`config.mk`:
```
export PLATFORM = sky130hd
export DESIGN_NAME = hplr_ram
export DESIGN_NICKNAME = d
export VERILOG_FILES = /design/src/hplr_ram.sv
export SDC_FILE = /design/constraint.sdc
export NUM_CORES = 1
export LEC_CHECK = 0
export BUFFER_PORTS_ARGS = -buffer_cell sky130_fd_sc_hd__clkbuf_2
export CAP_MARGIN = 20
export CORE_ASPECT_RATIO = 0.8
export CORE_MARGIN = 2
export CORE_UTILIZATION = 54
export DETAILED_ROUTE_END_ITERATION = 10
export PLACE_DENSITY_LB_ADDON = 0.05
export SYNTH_ARGS = -nofsm -noshare
export SYNTH_HDL_FRONTEND = slang
export SYNTH_SLANG_ARGS = --single-unit
```
`constraint.sdc`:
```
create_clock -name clock -period 3.13 [get_ports clock]
set_input_delay 0.313 -clock clock [delete_from_list [all_inputs] [get_ports clock]]
set_output_delay 0.313 -clock clock [all_outputs]
set_load 0.005 [all_outputs]
```
`src/hplr_ram.sv`:
```
// generic single-port-write, single-port-read ram with registered read data
// no dependencies
`default_nettype none

module hplr_ram #(
   parameter int WIDTH = 32,
   parameter int DEPTH = 7
) (
   input  wire logic                     clock,
   input  wire logic                     we,
   input  wire logic [$clog2(DEPTH)-1:0] waddr,
   input  wire logic [WIDTH-1:0]         wdata,
   input  wire logic                     re,
   input  wire logic [$clog2(DEPTH)-1:0] raddr,
   output logic      [WIDTH-1:0]         rdata
);

   logic [WIDTH-1:0] mem_ff [DEPTH];
   logic [WIDTH-1:0] rdata_ff;

   always_ff @(posedge clock) begin
      if (we) begin
         mem_ff[waddr] <= wdata;
      end
      if (re) begin
         rdata_ff <= mem_ff[raddr];
      end
   end

   assign rdata = rdata_ff;

endmodule

`default_nettype wire

```
---- Word-level counts from Yosys, hierarchy flattened ----
Memories as Yosys holds them, arrays and structs flattened. A register that Yosys moved wholly into a read port is not among the register bits.
Index checks and enable logic that the tools add are counted.
word-level totals
  output and inout bits ................... 32
  bits in read-only memories .............. 0
  register bits ........................... 0
  memories ................................ 1
  latch bits .............................. 0
  RAM bits ................................ 224
  bits of input ports ..................... 41
  logic and storage cells ................. 3
operators by class
  $lt $le $gt $ge ......................... 0
  shift operators ......................... 0
  multiply operators ...................... 0
  bitwise gates (word level) .............. 0
  reduce and logical (&&, ||, !) cells .... 0
  equal/unequal tests ..................... 0
  divide/modulo/power cells ............... 0
  multiplexer cells ....................... 2
  add/subtract/negate cells ............... 0
memory list
  name    depth  width  read ports  clocked after Yosys merged registers in  write ports  line  source
  mem_ff  7      32     1           1                                        1            18    logic [WIDTH-1:0] mem_ff [DEPTH];
operators by type and width
  kind    count
  $mux 1  2

---- Longest topological paths before layout ----
Gate-level depths: netlist (run 1).
  depth after elaboration ................. 2
  mapped depth ............................ 5
  depth with buffers taken out ............ 3

---- Worst setup path after synthesis (run 1) ----
OpenSTA, ideal clock, no wires.
  path kind ............................... input to register
  from .................................... in waddr[0]
  to ...................................... mem mem_ff[0][0] (enable)
  path slack .............................. -0.030 ns
  arrival time ............................ 2.699 ns
  path buffers ............................ 0
  required time ........................... 2.669 ns
  setup time .............................. 0.461 ns
  cell stages on the path ................. 2
  path through ............................ nand2b_1 nor3_1
RTL lines
  what             line  source
  start, declared  11    input wire logic [$clog2(DEPTH)-1:0] waddr,
  end, declared    18
Straight into the memory's write port.

==> impl_metrics.toml, run 1 <==
[outcome]
status = "complete, no violations"

[sta]
setup_violations = 0
max_slew.worst_pin.slew_ns = 0.815
fin_tns_setup_ns = 0
finalMaxSlewViolations = 0
clock.fmax_mhz = 682
fin_crit_ns = 1.47
fin_crit_sh = 0.469
hold_viol = 0
hold_slack_ns = 0.0470
rsz0062_at_grt = "false"
maxSlewHeadroom = 0.457
skew_ns = 0.0188
fin_ws_ns = 1.66

[placed_design]
dpl_cell_area_sq_um = 10800
gp_congestion = 0.680
pre_cts_ws_ns = 1.13
dp.cells = 803
dp_hpwl_microns = 9690
port_buffers = 72

[pwr]
p_int_mw = 5.74
pwr-share-clk = 0.390
report.power.total_mw = 7.21
switching_share = 0.204
pwr-share-comb = 0.062
p_seq_frac = 0.548
switchingPower_mw = 1.47
p_leak_nw = 4.06
p_per_area_nw_per_um2 = 620
worst_ir_drop_vdd_mv = 0.416

[clocking]
post_cts_resized = 0
cts_buffers = 25
cts_root_buf = "clkbuf_16"
cts_sinks = 256
cts_hold_buf = 0
htree_levels = 1
clk_path_buf_depth = 3
post-cts-setup-buffer-count = 0
clk_latency_ns = 0.52
path_clk_slew_ns = 0.06
cts_tree = "built"

[grt]
grt_pass1_wl_microns = 28100
grt_start_max_net_pins = 73
grt_usage = 0.188
grt_pass1_vias = 4877
grt-ovfl-total = 0
antenna_found_initial = 0

[floorplan]
ios = 73
die-area_sq_um = 19900
die_width_microns = 157
chipHeight_microns = 127
start_util = 0.556
core_area_sq_um = 18300
std_cell_rows = 44

[synth]
syn-num-nets = 532
ys_seq_area_frac = 0.756
yosys_warnings = 0
syn_area_per_cell_sq_um = 20.7
synth_area_sq_um = 10200
synth.distinct_cells = 19
synthCells = 491
ys_ff_latch = 256

[worst_setup_path]
cpMaxStageDelayCell = "buf_4"
crit_required_ns = 3.36
arrival_ns = 1.69
path_cells = "clkbuf_2 -> buf_4 -> mux2_2 -> o211ai_1 -> o221ai_1"
start_kind = "input pin"
worstSetupPathType = "in -> reg"
cp_max_fo = 15
cp-end-kind = "flip-flop"
max_stage_delay_ns = 0.39
timing.critical_path.from = "raddr[0]"
r2r-start = "mem_ff[3][31]"

[flow_run]
maxCapViolCount = 0

[layout]
fin_cells = 850
design_area_sq_um = 11600
finalNetCount = 619
layout_commonest_cell = "edfxtp_1"
utilization = 0.636
areaGrowthSynthToFinish_pct = 14.4
final_cell_mix = "256 x edfxtp_1, 71 x clkbuf_2, 64 x mux2i_1"
num_antenna_cells = 0
drive_gt1_frac = 0.372

[route]
remaining_drc_errors = 0
first_pass_iters = 4
viasPerCell = 5.46
routedWlPerCell_microns = 21.1
route.antenna.remaining_nets = 0
drt-initial-drc-count = 277
vias = 4640
totalWireLength_microns = 17900

[worst_hold_path]
min_from = "wdata[23]"
hp-class = "in -> reg"
## worst max-delay path: cells and delay by family
family	cells	cell delay [ns]
AO/OA/AOI/OAI	2	0.33
buffers and inverters	2	0.67
multiplexers	1	0.37
## path summary, 6_finish.rpt
path	endpoint	slack, ns	cells past startpoint
setup / recovery	rdata[31]	1.66	5
hold / removal	mem_ff[4][23]	0.05	1
setup reg to reg	rdata[31]	1.89	3
hold reg to reg	rdata[30]	0.63	2
## flip-flops by register name, indices dropped and copies added (netlist names)
register,flops
rdata,32
mem_ff,224
## cell type report
type	instances	area (sq um)
clock buffers	33	656
clock inverters	13	114
fillers	1291	6650
multi-input cells	206	2300
flip-flops and latches	256	7690
well taps	253	317
repair buffers	89	557
## routing by layer
layer | vias to the layer above | wire [microns] | part of all wire | GRT usage
met3 | 26 | 643 | 0.036 | 0.0325
met4 | 0 | 263 | 0.015 | 0.0390
li1 | 2173 | - | - | -
met2 | 92 | 9110 | 0.51 | 0.322
met1 | 2349 | 7890 | 0.44 | 0.256
met5 | - | 0 | 0 | 0
## power by group through the flow
stage	Clock [mW]	Sequential, mW	Combinational [mW]
floorplan	0	4.02	0.282
global placement	0	4.02	0.438
detailed placement	0	4.02	0.451
CTS	2.88	3.95	0.453
global route	3.00	3.96	0.488
finish	2.81	3.95	0.446
## kinds of logic (layout without fill, tap and decap cells)
group / Yosys count / count (layout) / synth area share
AO/OA/AOI/OAI: 64 / 64 / 0.0844
buffers and inverters: 29 / 135 / 0.0229
flip-flops: 256 / 256 / 0.756
multiplexers: 96 / 96 / 0.110
AND/OR/NAND/NOR: 46 / 46 / 0.0268
## Yosys cell counts (all sizes together)
| cell type | count | area (sq um) |
|---|---|---|
| edfxtp | 256 | 7690 |
| mux2i | 64 | 641 |
| nand2b | 35 | 219 |
| mux2 | 32 | 473 |
| o211ai | 32 | 390 |
| o221ai | 32 | 468 |
| buf | 24 | 214 |
| clkbuf | 5 | 18.8 |
| nor2 | 5 | 18.8 |
| nand2 | 2 | 7.51 |
| nor3 | 2 | 10.0 |
| or2 | 1 | 6.26 |
| or2b | 1 | 11.3 |
No activity file was read; power rests on OpenSTA's default activity.
==> run 2, diff against run 1 <==
--- a/config.mk
+++ b/config.mk
@@ -5,6 +5,7 @@
 export SDC_FILE = /design/constraint.sdc
 export NUM_CORES = 1
 export LEC_CHECK = 0
+export ABC_AREA = 1
 export BUFFER_PORTS_ARGS = -buffer_cell sky130_fd_sc_hd__clkbuf_2
 export CAP_MARGIN = 20
 export CORE_ASPECT_RATIO = 0.8
==> constraint.sdc (replaced) <==
create_clock -name clock -period 1.3 [get_ports clock]
set_input_delay 0.13 -clock clock [delete_from_list [all_inputs] [get_ports clock]]
set_output_delay 0.13 -clock clock [all_outputs]
set_load 0.005 [all_outputs]
==> run 2 against run 1 <==
Design area increased by 8.0%. Critical path type is now reg -> out. Utilization increased by 2.8 points. Largest cell class unchanged. Register-to-register slack got worse by 1.6 ns. Clock power increased by 140%. Worst setup slack got worse by 1.6 ns. Via count increased by 40%. Global-route usage increased by 3.4 points. Non-clock buffer count increased by 47. Power increased by 140%. Die area increased by 2.4%.
==> impl_metrics.toml, run 2 <==
[outcome]
status = "complete, no violations"

[worst_setup_path]
timing.critical_path.from = "rdata[9]"
arrival_ns = 1.06
path_buf_inv = 1
cp-end-kind = "primary output"
rr_worst_depth = 3
rrSetupSlack_ns = 0.25
cpMaxStageDelayCell = "edfxtp_1"
r2r-end = "rdata[28]"
crit_required_ns = 1.17
cp.depth = 1
r2r-start = "mem_ff[6][28]"
cp_max_fo = 1
max_stage_delay_ns = 0.42
start_kind = "flip-flop"
cp_top_family = "flip-flops"
path_cells = "clkbuf_2"
worstSetupPathType = "reg -> out"

[layout]
layout_commonest_cell = "nand2_1"
final_cell_mix = "298 x nand2_1, 256 x edfxtp_1, 131 x inv_1"
finalNetCount = 1060
largest_register_ff_count = 224
top_register = "mem_ff"
drive_gt1_frac = 0.150
areaGrowthSynthToFinish_pct = 20.6
fin_cells = 1295
design_area_sq_um = 12600
num_antenna_cells = 0

[pwr]
switchingPower_mw = 3.78
p_seq_frac = 0.540
p_leak_nw = 5.25
switching_share = 0.215
pwr-share-comb = 0.072
worst_ir_drop_vdd_mv = 0.971
report.power.total_mw = 17.6
p_per_area_nw_per_um2 = 1400
pwr-share-clk = 0.388
p_int_mw = 13.8

[synth]
synthCells = 898
ys_ff_latch = 256
yosys-top-cells-count = "299 x nand2_1, 256 x edfxtp_1, 132 x inv_1"
netlist.area_leader.share = 0.738
ys_seq_area_frac = 0.738
synth-edff-count = 256
synthTopCellsByArea = "edfxtp_1 74%, nand2_1 11%, nand3_1 5.9%, inv_1 4.8%, buf_2 1.0%"
syn_area_per_cell_sq_um = 11.6
async_reset_ff_frac = 0
yosys_warnings = 0
syn-num-nets = 939
yosysTopAreaCell = "edfxtp_1"
yosysMostFrequentCell = "nand2_1"
synth_area_sq_um = 10400
synth_ff_type = "edfxtp_1"
synth.distinct_cells = 15

[sta]
fin_crit_sh = 0.915
clock.fmax_mhz = 841
hold_viol = 0
fin_crit_ns = 1.19
skew_ns = 0.00730
finalMaxSlewViolations = 0
rsz0062_at_grt = "false"
setup_violations = 0
maxSlewHeadroom = 0.784
max_slew.worst_pin.slew_ns = 0.324

[grt]
grt_pass1_vias = 6636
antenna_found_initial = 0
grt_usage = 0.222
grt-ovfl-total = 0
grt_pass1_wl_microns = 35000
grt_start_max_net_pins = 69

[clocking]
cts_tree = "built"
post-cts-setup-buffer-count = 0
cts_sinks = 256
clk_path_buf_depth = 3
path_clk_slew_ns = 0.06
clk_latency_ns = 0.51
cts_buffers = 25
post_cts_resized = 0
htree_levels = 1
cts_root_buf = "clkbuf_16"

[floorplan]
die-area_sq_um = 20400
std_cell_rows = 45
start_util = 0.550
chipHeight_microns = 128
die_width_microns = 159
core_area_sq_um = 18900
ios = 73

[placed_design]
dp.cells = 1218
port_buffers = 72
gp_congestion = 0.787
dpl_cell_area_sq_um = 11500
dp_hpwl_microns = 13000

[route]
vias = 6511
routedWlPerCell_microns = 16.8
route.antenna.remaining_nets = 0
totalWireLength_microns = 21800
viasPerCell = 5.03
drt-initial-drc-count = 497
first_pass_iters = 5
remaining_drc_errors = 0

[worst_hold_path]
whs_path_depth = 2
min_from = "re"
holdPathEnd = "rdata[26]"
hp-class = "in -> reg"

[flow_run]
maxCapViolCount = 0
[run 2: cell count changes after synthesis, sizes merged, moves of 13 or more]
| cell | previous run | this run |
|---|---|---|
| mux2 | 32 | 0 |
| o221ai | 32 | 0 |
| nor2 | 5 | 18 |
| nand2 | 2 | 299 |
| o211ai | 32 | 0 |
| or2 | 1 | 26 |
| nand2b | 35 | 0 |
| mux2i | 64 | 0 |
| nand3 | 0 | 122 |
| inv | 0 | 134 |
[run 2: stage by stage]
step	TNS, ns	hold slack [ns]	utilization	setup WS, ns
final	0	0.0931	0.664	0.111
after global routing	0	0.0886	0.664	0.0959
after CTS	0	0.0913	0.664	0.107
after detailed placement	0	0.394	0.606	0.0100
after global placement	0	0.389	0.606	0.0229
after floorplan	-60.94	0.229	-	-0.309
[run 2: worst max path at each step]
stage,to,slack (ns)
6_report,rdata[9],0.11
5_1_grt,rdata[9],0.1
4_1_cts,rdata[9],0.11
3_5_place_dp,mem_ff[6][26],0.01
3_3_place_gp,mem_ff[6][26],0.02
2_1_floorplan,mem_ff[4][0],-0.31
[run 2: cell type report]
class | instances | area, sq um
inverters | 134 | 519
well taps | 258 | 323
flip-flops and latches | 256 | 7690
fillers | 1458 | 6360
clock buffers | 29 | 641
multi-input cells | 466 | 2040
clock inverters | 16 | 128
repair buffers | 136 | 1220
[run 2: cells by family (layout without fill, tap and decap cells)]
logic type	count (synthesis)	in the layout	share of synthesized area
buf+inv	176	315	0.0728
simple gates	466	466	0.189
flops	256	256	0.738
[run 2: power by group through the flow]
stage | logic, mW | clock network (mW) | registers [mW]
floorplan | 0.622 | 0 | 9.68
global placement | 1.16 | 0 | 9.67
detailed placement | 1.19 | 0 | 9.68
CTS | 1.28 | 6.93 | 9.51
global route | 1.41 | 7.31 | 9.52
finish | 1.26 | 6.84 | 9.50
[run 2: metal layers]
layer,global-route usage,vias to the layer above,part of all wire
li1,-,3172,-
met5,0,-,0
met2,0.371,187,0.47
met3,0.0304,32,0.051
met4,0.0497,0,0.018
met1,0.315,3120,0.46
[run 2: timing repair]
action / 4_1_cts / 5_1_grt
hold buffers: 32 / 0
endpoints found under the hold margin: 224 / 0
endpoints found under the setup margin: 0 / 0
