`src/hplr_pkg.sv`:
```
// shared types, widths, pose landmark map and coefficient table for the head pose regressor
// no dependencies; used by hplr_ram users, hplr_div and head_pose_linear_regression
`default_nettype none

package hplr_pkg;

   localparam int IDX_W              = 8;
   localparam int COORD_W            = 16;
   localparam int ANGLE_W            = 16;
   localparam int STATUS_W           = 2;
   localparam int LANDMARK_COUNT     = 68;
   localparam int POSE_POINTS        = 7;
   localparam int SLOT_W             = 3;
   localparam int COEF_FRAC_BITS_DEF = 16;
   localparam int COEF_INT_BITS      = 8;
   localparam int COEF_ROWS          = 15;
   localparam int BIAS_ROW           = 14;
   localparam int ANGLES             = 3;
   localparam int ANGLE_FRAC         = 7;

   // sum of seven coordinates, seven times the span
   localparam int SUM_W  = 19;
   localparam int DEN_W  = 19;
   // 7*v - sum, signed
   localparam int NUM_W  = 20;
   localparam int NORM_FRAC = 16;
   localparam int NORM_W = 24;
   localparam int QUO_W  = NORM_W - 1;
   localparam int DVD_W  = NUM_W + NORM_FRAC;

   localparam longint COEF_SCALE = 1000000;

   localparam logic [IDX_W-1:0] POSE_INDEX [POSE_POINTS] =
      '{8'd36, 8'd39, 8'd42, 8'd45, 8'd30, 8'd48, 8'd54};

   // rows 0..6 x terms, 7..13 y terms, 14 bias; units of 1e-6
   localparam longint COEF_MICRO [COEF_ROWS][ANGLES] = '{
      '{139791, 27402800, 7026360},
      '{-2482070, 9593840, 6037580},
      '{1274020, 10479500, 6208010},
      '{1174060, 29188600, 1677680},
      '{306761, -103832000, 5662380},
      '{4786630, 17872600, -15362300},
      '{-5200160, 9294880, -11249500},
      '{-25170400, 10864900, -29487700},
      '{-5625720, 9087100, -12098200},
      '{-5197070, -8252510, 13396500},
      '{-23664300, -13134800, 29432200},
      '{67239000, 666896, 1843040},
      '{-2832230, 4563330, -15885000},
      '{-4749480, -3794540, 12798600},
      '{-16100000, 1471750, 4039410}
   };

   typedef enum logic [STATUS_W-1:0] {
      STATUS_OK        = 2'd0,
      STATUS_ZERO_SPAN = 2'd1,
      STATUS_MISSING   = 2'd2
   } status_type;

   typedef struct packed {
      logic                     hit;
      logic [SLOT_W-1:0]        slot;
   } slot_hit_type;

   typedef struct packed {
      logic                     done;
      logic signed [NORM_W-1:0] quo;
   } div_out_type;

   function automatic slot_hit_type slot_lookup(input logic [IDX_W-1:0] idx);
      slot_hit_type r;
      r.hit  = 1'b0;
      r.slot = '0;
      for (int i = 0; i < POSE_POINTS; i++) begin
         if (idx == POSE_INDEX[i]) begin
            r.hit  = 1'b1;
            r.slot = SLOT_W'(i);
         end
      end
      return r;
   endfunction

   // fixed-point coefficient, round half away from zero
   function automatic longint coef_q(input int row, input int col, input int frac);
      longint num;
      longint mag;
      longint q;
      num = COEF_MICRO[row][col] * (longint'(1) << frac);
      mag = (num < 0) ? -num : num;
      q   = (mag + COEF_SCALE / 2) / COEF_SCALE;
      return (num < 0) ? -q : q;
   endfunction

endpackage

`default_nettype wire

```
`src/hplr_div.sv`:
```
// radix-2 restoring divider for coordinate normalization, rounded and saturated
// depends on hplr_pkg
`default_nettype none

module hplr_div (
   input  wire logic                               clock,
   input  wire logic                               reset,
   input  wire logic                               start,
   input  wire logic signed [hplr_pkg::NUM_W-1:0]  num,
   input  wire logic        [hplr_pkg::DEN_W-1:0]  den,
   output hplr_pkg::div_out_type                   res
);

   localparam int NUM_W  = hplr_pkg::NUM_W;
   localparam int DEN_W  = hplr_pkg::DEN_W;
   localparam int DVD_W  = hplr_pkg::DVD_W;
   localparam int QUO_W  = hplr_pkg::QUO_W;
   localparam int NORM_W = hplr_pkg::NORM_W;
   localparam int CNT_W  = $clog2(QUO_W + 1);

   logic [NUM_W-1:0]  mag;
   logic [DVD_W-1:0]  dvd;
   logic              sat;
   logic [DEN_W:0]    shifted;
   logic [DEN_W:0]    diff;
   logic              ge;
   logic [QUO_W-1:0]  quo_next;
   logic [NORM_W-1:0] res_mag;

   logic [DEN_W-1:0]  rem_ff, rem_in;
   logic [QUO_W-1:0]  low_ff, low_in;
   logic [QUO_W-1:0]  quo_ff, quo_in;
   logic              neg_ff, neg_in;
   logic              sat_ff, sat_in;
   logic              busy_ff, busy_in;
   logic              done_ff, done_in;
   logic [CNT_W-1:0]  cnt_ff, cnt_in;
   logic signed [NORM_W-1:0] val_ff, val_in;

   always_comb begin
      mag      = num[NUM_W-1] ? -num : num;
      dvd      = (DVD_W'(mag[NUM_W-2:0]) << hplr_pkg::NORM_FRAC) + DVD_W'(den >> 1);
      sat      = DEN_W'(dvd[DVD_W-1:QUO_W]) >= den;
      shifted  = {rem_ff, low_ff[QUO_W-1]};
      diff     = shifted - {1'b0, den};
      ge       = shifted >= {1'b0, den};
      quo_next = {quo_ff[QUO_W-2:0], ge};
      res_mag  = {1'b0, (sat_ff ? {QUO_W{1'b1}} : quo_next)};

      rem_in  = rem_ff;
      low_in  = low_ff;
      quo_in  = quo_ff;
      neg_in  = neg_ff;
      sat_in  = sat_ff;
      busy_in = busy_ff;
      cnt_in  = cnt_ff;
      val_in  = val_ff;
      done_in = 1'b0;

      if (start) begin
         rem_in  = DEN_W'(dvd[DVD_W-1:QUO_W]);
         low_in  = dvd[QUO_W-1:0];
         quo_in  = '0;
         neg_in  = num[NUM_W-1];
         sat_in  = sat;
         busy_in = 1'b1;
         cnt_in  = CNT_W'(QUO_W);
      end else if (busy_ff) begin
         rem_in = ge ? diff[DEN_W-1:0] : shifted[DEN_W-1:0];
         low_in = low_ff << 1;
         quo_in = quo_next;
         cnt_in = cnt_ff - CNT_W'(1);
         if (cnt_ff == CNT_W'(1)) begin
            busy_in = 1'b0;
            done_in = 1'b1;
            val_in  = neg_ff ? -res_mag : res_mag;
         end
      end
   end

   always_ff @(posedge clock) begin
      if (reset) begin
         busy_ff <= 1'b0;
         done_ff <= 1'b0;
         cnt_ff  <= '0;
      end else begin
         busy_ff <= busy_in;
         done_ff <= done_in;
         cnt_ff  <= cnt_in;
      end
      rem_ff <= rem_in;
      low_ff <= low_in;
      quo_ff <= quo_in;
      neg_ff <= neg_in;
      sat_ff <= sat_in;
      val_ff <= val_in;
   end

   assign res.done = done_ff;
   assign res.quo  = val_ff;

endmodule

`default_nettype wire

```
`config.mk`:
```
export PLATFORM = sky130hd
export DESIGN_NAME = hplr_div
export DESIGN_NICKNAME = d
export VERILOG_FILES = /design/src/hplr_pkg.sv /design/src/hplr_div.sv
export SDC_FILE = /design/constraint.sdc
export NUM_CORES = 1
export LEC_CHECK = 0
export BUFFER_PORTS_ARGS = -buffer_cell sky130_fd_sc_hd__clkbuf_2
export CAP_MARGIN = 0
export CORE_UTILIZATION = 60
export CTS_CLUSTER_DIAMETER = 200
export DETAILED_ROUTE_END_ITERATION = 8
export PLACE_DENSITY = 0.79
export REMOVE_ABC_BUFFERS = 1
export SLEW_MARGIN = 25
export SYNTH_ARGS = -nofsm -noshare
export SYNTH_HDL_FRONTEND = slang
export SYNTH_SLANG_ARGS = --single-unit
export TNS_END_PERCENT = 100
```
`constraint.sdc`:
```
create_clock -name clock -period 4.5 [get_ports clock]
set_input_delay 0.225 -clock clock [delete_from_list [all_inputs] [get_ports clock]]
set_output_delay 0.225 -clock clock [all_outputs]
set_load 0.05 [all_outputs]
```
======== Word level (Yosys, flattened, before mapping) ========
Index checks and enable logic that the tools add are counted.
W data, S select, Z words.
storage, ports and cells
  bits in registers ....................... 97
operators by class
  order comparisons ....................... 2
  muxes and demuxes ....................... 14
  equality and inequality tests ........... 1
  $add $sub $neg .......................... 5
  reduce and logical (&&, ||, !) cells .... 4
  bitwise logic cells ..................... 2
operators by type and width
  kind                   number
  $mux W23               4
  $mux W19               2
  $add A35 B18 Y36       1
  $mux W13               2
  $neg A23 Y24           1
  $ge A20 B19 Y1         1
  $ge A13 B19 Y1         1
  $neg A19 Y19           1
  $sub A19 B19 Y19       1
  $mux W5                2
  $eq A5 B1 Y1 const B   1
  $sub A5 B1 Y5 const B  1
  $mux W1                4
  $reduce_and A3 Y1      1
  $reduce_or A3 Y1       1
  $not A1 Y1             2
  $reduce_bool A2 Y1     1
  $reduce_or A2 Y1       1

======== Logic depth before layout (Yosys ltp) ========
  depth after elaboration ................. 4
  depth in mapped cells ................... 20
  depth with buffers taken out ............ 20

======== Least setup slack after synthesis ========
Ideal clock, no wire load.
  path type ............................... input-to-reg
  start point ............................. input port num[1] in the netlist's numbering
  end point ............................... register sat_ff (data pin)
  arrival time ............................ 3.859 ns
  setup time .............................. 0.260 ns
  stages on the path ...................... 19
  path slack .............................. 0.380 ns
  cells stage by stage .................... inv_1 > ha_1 > or3b_2 > clkbuf_1 > o31ai_1 > xnor2_1 > nand4_1 > or2_1 > or2_2 > or3_1 > nor3_1 > ha_1 > nand4_1 > nor2_1 > nor3_1 > a21oi_1 > o221a_2 > o21ai_0 > a21oi_1
between the ends
  longest elaborated chain between the ends .. 4
ends and longest elaborated chain
  element               line            source
  start, declared       hplr_div.sv:9   input wire logic signed [hplr_pkg::NUM_W-1:0] num,
  $neg A19 Y19          hplr_div.sv:41  mag = num[NUM_W-1] ? -num : num;
  $mux W19 (*)          hplr_div.sv:41
  $add A35 B18 Y36 (*)  hplr_div.sv:42  dvd = (DVD_W'(mag[NUM_W-2:0]) << hplr_pkg::NORM_FRAC) + DVD_W'(den >> 1);
  $ge A13 B19 Y1 (*)    hplr_div.sv:43  sat = DEN_W'(dvd[DVD_W-1:QUO_W]) >= den;
  named net sat         hplr_div.sv:23  logic sat;
  end signal, assigned  hplr_div.sv:95  sat_ff <= sat_in;
  end, declared         hplr_div.sv:34  logic sat_ff, sat_in;
The timed path passes the listed nets; every way through them passes the cells marked *.
A chain may end at the register's enable or synchronous reset.

======== Worst setup path after layout ========
  start point ............................. input port num[0] in the netlist's numbering
  end point ............................... register sat_ff (data pin)
The elaborated chain is that of the path after synthesis.

==> run summary <==
R2R Setup Slk: 500 ps
Number of hold buffers added after cts: 0
Post-route ant nets: 0
Switching component of the power: 714 uW
Clock buffer count from CTS: 9
EDFF count, synth: 62
Critical R2R Launch: low_ff[22]
Final global-route overflow total: 0
TritonCTS sink count: 97
Global Route Usage Sum: 27.7%
Wire length of the first global-routing pass: 25200 um
Pwr dens: 308 nW/um2
Critical path data arrival time: 4130 ps
Worst hold path endpoint: cnt_ff[1]
Final period demand of the worst path: 4000 ps
Sequential Power Share: 46.4%
Worst hold path depth: 2
Total of warnings raised by yosys: 0
Clock Pin Slew Worst Setup and Hold Paths: 100 ps
FFs w/ async S/R, synth: 0%
Final Worst Setup Slack: 495 ps
Vertical die dimension: 108 um
Width of the die: 108 um
Max-slew violation count: 0
Register bit total from synthesis: 97
Count of buffers inserted at the top-level ports: 66
Boundary Pins: 67
Buffer levels on the longest clock path: 2
Kind of launch point of the worst setup path: input pin
Post CTS Setup Buffer Count: 0
Post-synth cell types: 68
Measured slew at the worst slew-check pin: 891 ps
Highest achievable clock rate: 0.250 GHz
Worst slew slack as a fraction of its limit: 40.6%
Crit path kind: input pin to register
Switch share: 31.5%
Area of the die: 11700 um2
Number of setup violations in the final report: 0
Clock tree from TritonCTS: yes
Routability cong.: 0.906
Worst setup timing slack at the placement stage: 90.0 ps
Total of max-cap violations: 0
Post-Place Cells: 906
Row Count: 38
Post-layout instance area: 7350 um2
Maximum fanout along the worst path: 10
Total Wirelength: 15500 um
Final Skew: 15.8 ps
Hold Violations, Final: 0
DRC viols: 0
Initial Utilization: 61.9%
Routed length per instance: 16.8 um
Drt initial violations: 364
Startpoint of the most critical hold path: reset
Core area: 10900 um2
Share of power burned in the clock network: 25.5%
Number of iterations in the first detailed-routing pass: 5
Logic gate share of total power: 28.1%
Data required time of the worst path: 4630 ps
Growth of design area from synthesis to finish: 9.18%
Post-cts repair resize count: 0
Crit end category: register
Layout net count: 859
Static leakage: 0.00291 uW
Summed instance area of the synthesized netlist: 6740 um2
RSZ-0062 raised after global routing: false
Result of the run: complete, no violations
Via count of the first global-routing pass: 5392
Routed vias: 5637
Total negative slack: 0 ps
Post-synthesis cell count: 730
Main synth FF type: sky130_fd_sc_hd__edfxtp_1
Fraction of final layout cells sized beyond drive strength 1: 17.0%
Depth of the CTS H-tree: 3
Final clock period utilization by the worst path: 89.0%
Clock Root Buffer: sky130_fd_sc_hd__clkbuf_8
Critical R2R Capture: val_ff[18]
Depth of the worst register-to-register path: 15
Sequential element share of the synthesized area: 38.0%
Antenna violations before repair: 0
Total half-perimeter wirelength after legalization and detailed placement: 11400 um
Worst Hold Class: input pin to register
Post-Syn Area per Cell: 9.23 um2
DP Area: 7150 um2
Worst IR Drop VDD: 0.000162 V
Count of antenna diodes in the layout: 0
Routed via count divided by cell count: 6.11
Clock latency on the worst-skew pair: 370 ps
Maximum number of pins on one net before global-route repair: 63
Non-filler cells in the finished layout: 922
PnR Total Power: 2270 uW
Internal power summed over all cells: 1550 uW
## final cells by class
class | instances | area, um2
Timing Repair Buffer | 74 | 390
Multi-Input combinational cell | 562 | 3900
Clock inverter | 4 | 52.6
Inverter | 33 | 124
Sequential cell | 97 | 2560
Tap cell | 140 | 175
Fill cell | 870 | 3530
Clock buffer | 12 | 145
## how the worst max path moves through the flow
stage	depth (start not counted)	start	slack (ps)	endpoint
final	19	num[0]	500	sat_ff
after global routing	19	num[0]	230	sat_ff
after CTS	19	num[0]	500	sat_ff
after detailed placement	19	num[0]	90	sat_ff
after global placement	19	num[0]	240	sat_ff
after floorplan	18	num[1]	460	sat_ff
## kinds of logic after synthesis
kind of cell / Yosys count / synth area share, %
flip-flops: 97 / 38.0
AO/OA/AOI/OAI: 163 / 16.3
buffers and inverters: 71 / 4.16
multiplexers: 51 / 8.06
XOR/XNOR: 59 / 7.67
AND/OR/NAND/NOR: 249 / 18.1
adder cells (fa/ha/maj): 40 / 7.65
## cell usage in the layout (no fill, tap or decap), types with 8 or more instances in the layout
cell type / n
sky130_fd_sc_hd__o21a_1: 10
sky130_fd_sc_hd__o21ai_0: 31
sky130_fd_sc_hd__clkbuf_2: 66
sky130_fd_sc_hd__o211ai_1: 8
sky130_fd_sc_hd__mux2i_1: 25
sky130_fd_sc_hd__dfxtp_1: 34
sky130_fd_sc_hd__nor2_1: 89
sky130_fd_sc_hd__ha_1: 38
sky130_fd_sc_hd__nand2_1: 51
sky130_fd_sc_hd__xnor2_1: 28
sky130_fd_sc_hd__a21oi_1: 39
sky130_fd_sc_hd__clkbuf_8: 10
sky130_fd_sc_hd__nor2b_1: 10
sky130_fd_sc_hd__mux2_2: 26
sky130_fd_sc_hd__nor3_1: 22
sky130_fd_sc_hd__o31ai_1: 11
sky130_fd_sc_hd__inv_1: 32
sky130_fd_sc_hd__edfxtp_1: 62
sky130_fd_sc_hd__buf_4: 8
sky130_fd_sc_hd__nand3_1: 13
sky130_fd_sc_hd__xor2_1: 31
## routing by layer
metal / up-vias / share of wire [%] / global-route usage (%)
li1: 2772 / - / -
met1: 2659 / 43 / 33.2
met2: 177 / 50 / 49.1
met3: 29 / 4.0 / 4.34
met4: 0 / 2.6 / 11.6
met5: - / 0 / 0
## worst max-delay path: stages
cell                       delay, ps
sky130_fd_sc_hd__clkbuf_2        130
sky130_fd_sc_hd__inv_1            70
sky130_fd_sc_hd__ha_1            160
sky130_fd_sc_hd__or3b_2          560
sky130_fd_sc_hd__o31ai_1         380
sky130_fd_sc_hd__xnor2_1         210
sky130_fd_sc_hd__nand4_1         170
sky130_fd_sc_hd__or2_1           300
sky130_fd_sc_hd__or2_2           320
sky130_fd_sc_hd__or3_1           300
sky130_fd_sc_hd__nor3_1          190
sky130_fd_sc_hd__ha_1            270
sky130_fd_sc_hd__nand4_1          90
sky130_fd_sc_hd__nor2_1           40
sky130_fd_sc_hd__nor3_1          120
sky130_fd_sc_hd__a21oi_1         100
sky130_fd_sc_hd__o221a_2         240
sky130_fd_sc_hd__o21ai_0         140
sky130_fd_sc_hd__a21oi_1          90
## through the flow
stage	util, %	hold slack (ps)
2_1_floorplan	-	294
3_3_place_gp	65.7	481
3_5_place_dp	65.7	500
4_1_cts	67.5	105
5_1_grt	67.5	116
6_report	67.5	115
## flip-flops by register name, indices dropped and copies added, names as in the netlist
signal	flops
val_ff	24
low_ff	23
quo_ff	22
rem_ff	19
cnt_ff	5
busy_ff	1
done_ff	1
neg_ff	1
sat_ff	1
## power by group through the flow
stage          clock [uW]  combinational [uW]  sequential (uW)
3_3_place_gp            0                 595             1070
3_5_place_dp            0                 621             1070
4_1_cts               588                 627             1050
5_1_grt               617                 702             1060
6_report              579                 637             1050
2_1_floorplan           0                 440             1080
## synthesized netlist by cell type (13+ instances only)
library cell               number  area share, %
sky130_fd_sc_hd__inv_1         32            1.8
sky130_fd_sc_hd__mux2i_1       25            3.7
sky130_fd_sc_hd__ha_1          38            7.1
sky130_fd_sc_hd__clkbuf_1      30            1.7
sky130_fd_sc_hd__nand2_1       52            2.9
sky130_fd_sc_hd__dfxtp_1       35             10
sky130_fd_sc_hd__xnor2_1       28            3.6
sky130_fd_sc_hd__mux2_2        26            4.3
sky130_fd_sc_hd__nor3_1        22            1.6
sky130_fd_sc_hd__nand3_1       13           0.97
sky130_fd_sc_hd__a21oi_1       39            2.9
sky130_fd_sc_hd__nor2_1        90            5.0
sky130_fd_sc_hd__o21ai_0       31            2.3
sky130_fd_sc_hd__xor2_1        31            4.0
sky130_fd_sc_hd__edfxtp_1      62             28
(Power assumes the default switching activity.)
